[config.mk]
export PLATFORM = sky130hd
export DESIGN_NAME = secded_hamming_16_11_codec
export DESIGN_NICKNAME = d
export VERILOG_FILES = /design/src/rtl/core/shc_pkg.sv /design/src/rtl/core/shc_syndrome.sv /design/src/rtl/core/secded_hamming_16_11_codec.sv
export SDC_FILE = /design/constraint.sdc
export NUM_CORES = 1
export LEC_CHECK = 0
export BUFFER_PORTS_ARGS = -buffer_cell sky130_fd_sc_hd__buf_4
export CORE_MARGIN = 4
export CORE_UTILIZATION = 44
export CTS_CLUSTER_DIAMETER = 80
export CTS_CLUSTER_SIZE = 28
export DETAILED_ROUTE_END_ITERATION = 6
export PLACE_DENSITY = 0.79
export SLEW_MARGIN = 30
export SYNTH_ARGS = -nofsm -noshare
export SYNTH_HDL_FRONTEND = slang
export SYNTH_SLANG_ARGS = --single-unit
[constraint.sdc]
create_clock -name clock -period 1.4 [get_ports clock]
set_input_delay 0.14 -clock clock [delete_from_list [all_inputs] [get_ports clock]]
set_output_delay 0.14 -clock clock [all_outputs]
set_load 0.1 [all_outputs]
[src/rtl/core/shc_pkg.sv]
// Shared types, constants and helpers for the SECDED (16,11) codec.
// Used by shc_syndrome and secded_hamming_16_11_codec; no dependencies.
package shc_pkg;

   // Request kinds carried in req_tuser.
   localparam logic KIND_ENCODE = 1'b0;
   localparam logic KIND_DECODE = 1'b1;

   // Syndrome masks: each covers the positions whose index has that bit set.
   localparam logic [15:0] MASK_SYN_8 = 16'hFF00;
   localparam logic [15:0] MASK_SYN_4 = 16'hF0F0;
   localparam logic [15:0] MASK_SYN_2 = 16'hCCCC;
   localparam logic [15:0] MASK_SYN_1 = 16'hAAAA;

   // Decode status codes.
   typedef enum logic [1:0] {
      ST_NO_ERROR  = 2'd0,
      ST_CORRECTED = 2'd1,
      ST_DOUBLE    = 2'd2
   } status_type;

   // Syndrome and overall parity of one 16-bit word.
   typedef struct packed {
      logic [3:0] syn;
      logic       odd;
   } syn_type;

   // Place eleven data bits at the non-power-of-two positions, check bits zero.
   function automatic logic [15:0] place_data(input logic [10:0] d);
      logic [15:0] w;
      w        = '0;
      w[3]     = d[0];
      w[7:5]   = d[3:1];
      w[15:9]  = d[10:4];
      return w;
   endfunction

   // Pull the eleven data bits back out of a code word.
   function automatic logic [10:0] extract_data(input logic [15:0] w);
      return {w[15:9], w[7:5], w[3]};
   endfunction

endpackage

[src/rtl/core/shc_syndrome.sv]
// Syndrome and overall parity generator for a 16-bit extended Hamming word.
// Depends on shc_pkg for the syndrome masks and syn_type.
module shc_syndrome import shc_pkg::*; (
   input  logic [15:0] word,
   output syn_type     result
);

   // Each syndrome bit is the parity over one group of positions.
   always_comb begin
      result.syn[3] = ^(word & MASK_SYN_8);
      result.syn[2] = ^(word & MASK_SYN_4);
      result.syn[1] = ^(word & MASK_SYN_2);
      result.syn[0] = ^(word & MASK_SYN_1);
      result.odd    = ^word;
   end

endmodule

[src/rtl/core/secded_hamming_16_11_codec.sv]
// Extended Hamming (16,11) SECDED encoder and decoder, three register stages.
// A request passes through stage 1, stage 2 and stage 3 in order; the result is driven from the stage 3 registers.
// Throughput: one request per cycle; every stage holds under back-pressure.
// Reset: synchronous, active high; clears the stage valid bits only.
// Depends on shc_pkg and shc_syndrome.
module secded_hamming_16_11_codec import shc_pkg::*; (
   input  logic        clock,
   input  logic        reset,
   input  logic        req_tvalid,
   output logic        req_tready,
   input  logic [31:0] req_tdata,  // [10:0] data_in, [26:11] received_word, rest zero
   input  logic        req_tuser,  // [0] kind
   output logic        rsp_tvalid,
   input  logic        rsp_tready,
   output logic [31:0] rsp_tdata   // [15:0] code_word, [26:16] data_out, [28:27] status
);

   // Stage valid bits and payload registers.
   logic        v1_ff, v2_ff, v3_ff;
   logic        v1_in, v2_in, v3_in;
   logic        kind1_ff, kind2_ff, kind3_ff;
   logic [15:0] word1_ff, word2_ff, word3_ff;
   logic [15:0] word1_in, word3_in;
   syn_type     syn2_ff, syn2_in;
   status_type  st3_ff, st3_in;
   logic        adv1, adv2, adv3;

   // A stage moves when it is empty or the stage after it moves.
   assign adv3       = !v3_ff || rsp_tready;
   assign adv2       = !v2_ff || adv3;
   assign adv1       = !v1_ff || adv2;
   assign req_tready = adv1;

   assign v1_in = adv1 ? req_tvalid : v1_ff;
   assign v2_in = adv2 ? v1_ff : v2_ff;
   assign v3_in = adv3 ? v2_ff : v3_ff;

   // Stage 1: an encode places its data bits; a decode takes the word as is.
   assign word1_in = (req_tuser == KIND_ENCODE) ? place_data(req_tdata[10:0])
                                                : req_tdata[26:11];

   // Stage 2: syndrome and overall parity, shared by both kinds.
   shc_syndrome u_syndrome (
      .word   (word1_ff),
      .result (syn2_in)
   );

   // Stage 3: insert check bits, or correct the word and grade the error.
   always_comb begin
      word3_in = word2_ff;
      st3_in   = ST_NO_ERROR;
      if (kind2_ff == KIND_ENCODE) begin
         // The syndrome of the placed word is exactly the set of check bits.
         word3_in[8] = syn2_ff.syn[3];
         word3_in[4] = syn2_ff.syn[2];
         word3_in[2] = syn2_ff.syn[1];
         word3_in[1] = syn2_ff.syn[0];
         word3_in[0] = syn2_ff.odd ^ (^syn2_ff.syn);
      end else if (syn2_ff.odd) begin
         // Odd parity: single error at the syndrome position, bit 0 included.
         word3_in = word2_ff ^ (16'd1 << syn2_ff.syn);
         st3_in   = ST_CORRECTED;
      end else if (syn2_ff.syn != 4'd0) begin
         st3_in = ST_DOUBLE;
      end
   end

   // Control registers.
   always_ff @(posedge clock) begin
      if (reset) begin
         v1_ff <= 1'b0;
         v2_ff <= 1'b0;
         v3_ff <= 1'b0;
      end else begin
         v1_ff <= v1_in;
         v2_ff <= v2_in;
         v3_ff <= v3_in;
      end
   end

   // Payload registers, loaded when their stage moves.
   always_ff @(posedge clock) begin
      if (adv1) begin
         kind1_ff <= req_tuser;
         word1_ff <= word1_in;
      end
      if (adv2) begin
         kind2_ff <= kind1_ff;
         word2_ff <= word1_ff;
         syn2_ff  <= syn2_in;
      end
      if (adv3) begin
         kind3_ff <= kind2_ff;
         word3_ff <= word3_in;
         st3_ff   <= st3_in;
      end
   end

   // Result fields: unused fields of each kind read as zero.
   always_comb begin
      rsp_tvalid = v3_ff;
      rsp_tdata  = '0;
      if (kind3_ff == KIND_ENCODE) begin
         rsp_tdata[15:0] = word3_ff;
      end else begin
         rsp_tdata[26:16] = extract_data(word3_ff);
         rsp_tdata[28:27] = st3_ff;
      end
   end

`ifndef SYNTHESIS
   // An accepted request always occupies the first stage on the next edge.
   a_accept_fills: assert property (@(posedge clock) disable iff (reset)
      req_tvalid && req_tready |=> v1_ff)
      else $error("accepted request did not enter stage 1");

   // A full pipeline with a stalled output must refuse new requests.
   a_full_stalls: assert property (@(posedge clock) disable iff (reset)
      v1_ff && v2_ff && v3_ff && !rsp_tready |-> !req_tready)
      else $error("full pipeline accepted a request");

   // Every encoded word has even overall parity.
   a_even_code: assert property (@(posedge clock) disable iff (reset)
      v3_ff && kind3_ff == KIND_ENCODE |-> (^word3_ff) == 1'b0)
      else $error("encoded word has odd parity");

   // A valid result never carries the unused status code, and the padding stays zero.
   a_status_range: assert property (@(posedge clock) disable iff (reset)
      rsp_tvalid |-> rsp_tdata[28:27] != 2'd3 && rsp_tdata[31:29] == 3'd0)
      else $error("result status out of range");

   // A decode flagged as corrected came from a word with odd parity.
   a_corrected_odd: assert property (@(posedge clock) disable iff (reset)
      v2_ff && adv3 && kind2_ff == KIND_DECODE && !syn2_ff.odd |=> st3_ff != ST_CORRECTED)
      else $error("even-parity word marked as corrected");
`endif

endmodule

Yosys cells after proc, flatten, opt, wreduce, memory -nomap -nowiden
Cells that the tools add are included.

Flip-flop bits (word level): 61. Input port bits: 37. Output and inout bits: 34. Logic and storage cells: 44.

Shift operators: 1. Multiplexer cells: 12. Bitwise operators: 3. Reductions and logical operators: 14.

Operators by type and width (count): 16-bit XOR reduction (5); 16-bit two-way mux (3); 1-bit by 4-bit left shift with 16-bit output (first input constant) (1); 16-bit bitwise XOR (1); 13-bit two-way mux (1); 7-bit two-way mux (1); 3-bit two-way mux (2); 1-bit two-way mux (4); 4-bit nonzero test (1); 4-bit XOR reduction (1); 1-bit logical NOT (3); 1-bit logical OR (3); 2-bit two-way mux (1); 2-bit OR reduction (1); 1-bit inverter (1); 1-bit bitwise XOR (1).

Longest topological paths before layout
Word-level depth: 4. Depth in mapped cells: 6. Mapped depth without buffers: 6.

Hierarchy
From an unflattened synthesis, not the netlist that was laid out.

Cell total of the unflattened synthesis: 217. Area, all modules: 2927.8 µm².

By module, submodules not included: secded_hamming_16_11_codec (instances 1, cells an instance 191, area an instance 2700.1 µm², sequential area each 1801.7 µm²); shc_syndrome (instances 1, cells an instance 26, area an instance 227.7 µm², sequential area each 0.0 µm²).

Worst setup path after synthesis
No wires, ideal clock.

Path type: register to register. Start point: register v3_ff, in the netlist rsp_tvalid. End point: register kind1_ff (enable). Setup time: 0.589 ns. Arrival time: 2.208 ns. Required time: 0.811 ns. Slack: -1.397 ns. Stages on the path, launching flop included: 4. Buffers on the path: 0. Period minus slack after synthesis: 2.797 ns. Cells stage by stage: dfxtp_1 nor2b_1 and2_1 nand2_1.

Word-level cells in the longest chain between the ends: 4.

Ends and longest elaborated chain: from (decl) (RTL line secded_hamming_16_11_codec.sv:19) `logic v1_ff, v2_ff, v3_ff;`; from (signal assigned) (RTL line secded_hamming_16_11_codec.sv:77) `v3_ff <= v3_in;`; 1-bit logical NOT (RTL line secded_hamming_16_11_codec.sv:29) `assign adv3 = !v3_ff || rsp_tready;`; 1-bit logical OR (RTL line secded_hamming_16_11_codec.sv:29); 1-bit logical OR (RTL line secded_hamming_16_11_codec.sv:30) `assign adv2 = !v2_ff || adv3;`; 1-bit logical OR (RTL line secded_hamming_16_11_codec.sv:31) `assign adv1 = !v1_ff || adv2;`; net req_tready (RTL line secded_hamming_16_11_codec.sv:10) `output logic req_tready,`; to (signal assigned) (RTL line secded_hamming_16_11_codec.sv:84) `kind1_ff <= req_tuser;`; to (decl) (RTL line secded_hamming_16_11_codec.sv:21) `logic kind1_ff, kind2_ff, kind3_ff;`.

The timed path passes the listed nets, and every way through them passes these cells. A chain may end at the register's enable or synchronous reset.

Worst setup path after layout
Start point: register kind3_ff. End point: output rsp_tdata[26].

Word-level cells in the longest chain between the ends: 1.

Ends and longest elaborated chain: from (decl) (RTL line secded_hamming_16_11_codec.sv:21); from (signal assigned) (RTL line secded_hamming_16_11_codec.sv:93) `kind3_ff <= kind2_ff;`; 13-bit two-way mux (RTL line secded_hamming_16_11_codec.sv:103) `if (kind3_ff == KIND_ENCODE) begin`; to (decl) (RTL line secded_hamming_16_11_codec.sv:15) `output logic [31:0] rsp_tdata`.

No other way between the ends.

==> results by group <==
Timing
  – Final Critical Period: between 1.5 and 2 ns
  – Fin Setup TNS: -2.36 ns
  – Final Setup Violations: 31
  – Worst hold margin: 0.0480 ns
  – Final setup skew: approximately 0.0083 ns
  – FMAX: between 600 and 700 MHz
  – Hold violation total from the final report: 0
  – Fin crit share: 108%
  – Final worst slack: -0.111 ns
  – Slew Viols, Final: 0
  – RSZ-0062 raised after global routing: true

Floorplanning
  – Die X: 88.7 µm
  – Die Y: roughly 89 µm
  – Die area: approximately 0.0079 mm²
  – Initial core utilization: a little under half
  – IO Pins: between 70 and 80
  – Core Rows: 29
  – Core box area: about 0.0063 mm²

GRT
  – Grt total ovfl: 0
  – First-pass GRT wire length: roughly 8700 µm
  – Largest net degree at the start of global routing: 27
  – Number of antenna violations at the first check in global routing: 0
  – Vias in the first global route: slightly below 2,000
  – Global-route usage over all layers: roughly 15%

Synthesis
  – Synth Instances: approximately 220
  – Ys flop type: edfxtp_1
  – Largest cells by area after synthesis: edfxtp_1 61%, xnor2_1 11%, and2_1 4.4%, mux2_2 4.3%, nor2b_1 3.7%
  – Synth Warn #: 0
  – Cell taking the most area after synthesis: edfxtp_1
  – Sequential area share after synthesis: 62.9%
  – Number of flops mapped to enable cells by yosys: 58
  – Synth unique cells: 21
  – Syn_area_per_cell: about 13 µm²
  – Yosys reg bits: a little over 60
  – Yosys top cell area share: roughly three fifths
  – Async set or reset register ratio after synthesis: 0%
  – Synth Cell Area: ~0.0029 mm²

Critical path
  – Req. time, crit path: roughly 1.3 ns
  – Worst EP arrival: between 1 and 1.5 ns
  – Crit path launch type: flip-flop
  – CP endpoint kind: output port
  – CP Class: reg -> out
  – Maximum fanout along the worst path: 26

Placed design
  – Dpl hpwl: 3820 µm
  – DP Area: 0.00379 mm²
  – GPL Wtd Cong: ~0.83
  – Dpl cells: between 300 and 400
  – DP Worst Slack: -0.0243 ns
  – Buffers on Ports: 62

Outcome
  – Failing checks: negative setup slack
  – Status: finished with violations

Final layout
  – Design area: between 0.004 and 0.005 mm²
  – Ant diodes: 0
  – # nets final: 367
  – Share of post-route cells with drive strength above 1: 57.0%
  – Area delta synth->final: 61.0%
  – # fillers: 384
  – Non-filler cells, final: just over 400

Routing
  – Via density: between 4 and 5
  – Wire per inst: 14.5 µm
  – Detailed Route Iter0 Violations: between 90 and 100
  – DRT Wirelength: slightly below 6000 µm
  – Drt pass-1 iters: 4
  – Routed Antenna Nets: 0
  – Vias: around 2,000
  – Drc violations: 0

Hold path
  – Worst min-delay path class: in -> reg

CTS
  – Clock Path Buffers: 2
  – Clock root cell: clkbuf_8
  – Clock Sinks: 61
  – Inserted Clock Buffers: 9
  – CTS clk-pin slew, worst paths: about 0.07 ns
  – H-tree depth: 3
  – Later-pin clock latency in the skew report: about 0.33 ns
  – CTS tree: built

Power
  – Worst IR drop on VDD: around 1000 µV
  – Leak: around 1.9 nW
  – Power Density: ~1600 mW/mm²

Flow run
  – Maxcap violations: 0
[cells in the mapped netlist (2+ instances only)]
cell / count
a21oi_1: 7
and2_1: 20
buf_4: 3
clkbuf_1: 7
dfxtp_1: 3
edfxtp_1: 58
ha_1: 5
inv_1: 7
mux2_2: 11
mux2i_1: 2
nand2_1: 15
nand3_1: 4
nor2_1: 12
nor2b_1: 17
xnor2_1: 35
xor2_1: 7
[path summary, 6_finish.rpt]
path | startpoint | end | slack, ns | depth (start not counted)
hold / removal | req_tvalid | v1_ff | 0.05 | 3
hold reg to reg | kind1_ff | kind2_ff | 0.43 | 0
setup / recovery | kind3_ff | rsp_tdata[26] | -0.11 | 3
setup reg to reg | syn2_ff[4] | word3_ff[0] | -0.06 | 4
[layer usage]
metal  global-route usage (%)  routed length (µm)  part of all wire [%]  vias up
li1                         -                   -                     -      945
met1                     15.6                2100                    36      923
met2                     26.7                3280                    56       78
met3                     3.26                 288                   4.9       16
met4                     11.4                 200                   3.4        0
met5                        0                   0                     0        -
[critical path, stage by stage (launching register included)]
cell and delay, ns:
edfxtp_1 0.41, buf_12 0.23, and2_2 0.21, buf_12 0.17
[cells in the final DEF (no fill, tap or decap), drive strengths merged]
cell,n
xnor2,35
xor2,7
clkinv,3
and3,1
nor2b,17
mux2i,2
o21ai,1
dlygate4sd3,1
and2,20
nand3,4
clkbuf,11
nand2,16
inv,6
edfxtp,58
conb,3
mux2,11
a21oi,7
clkinvlp,1
a211oi,1
buf,102
nor2,12
dfxtp,3
nor3,1
ha,5
[area by class of cell]
| class | count | area [µm²] | share of cell area (%) |
|---|---|---|---|
| Clock buffer | 11 | 131 | 2.85 |
| Clock inverter | 3 | 15.0 | 0.325 |
| Inverter | 7 | 30.0 | 0.651 |
| Multi-Input combinational cell | 143 | 1350 | 29.2 |
| Sequential cell | 61 | 1810 | 39.1 |
| Tap cell | 77 | 96.3 | 2.09 |
| Timing Repair Buffer | 103 | 1190 | 25.8 |
[cell families after synthesis]
family          share of synthesized area, %
xor+xnor                                12.8
flops                                   62.9
fa+ha+maj                               2.18
mux                                     5.02
simple gates                            12.7
other cells                            0.131
buf+inv                                 2.62
compound gates                          1.66
[report_power, final]
part	switching [mW]	total (mW)	internal, mW
logic	1.83	3.40	1.57
registers	0.213	2.58	2.36
clock network	0.619	1.23	0.613
total	2.66	7.21	4.55
[stage by stage]
step | power (mW) | util (%)
after CTS | 6.73 | 68.7
after global placement | 5.02 | 59.8
after floorplan | 4.42 | -
after detailed placement | 5.08 | 59.8
final | 7.21 | 72.7
after global routing | 7.50 | 72.7
[state kept, by name, indices dropped and copies added, names as in the netlist]
name and flops:
rsp_tvalid 1, word1_ff 16, kind3_ff 1, word2_ff 16, syn2_ff 5, v1_ff 1, st3_ff 2, word3_ff 16
kind1_ff 1, v2_ff 1, kind2_ff 1
[repair_timing]
item	in CTS	in global routing
resized for setup	99	27
endpoints found under the hold margin	3	0
setup buffers	0	13
gates cloned	0	1
hold buffers	1	0
setup endpoints to repair	34	46
pin swaps	2	17
Note: power is estimated with default switching activity, not from simulation.
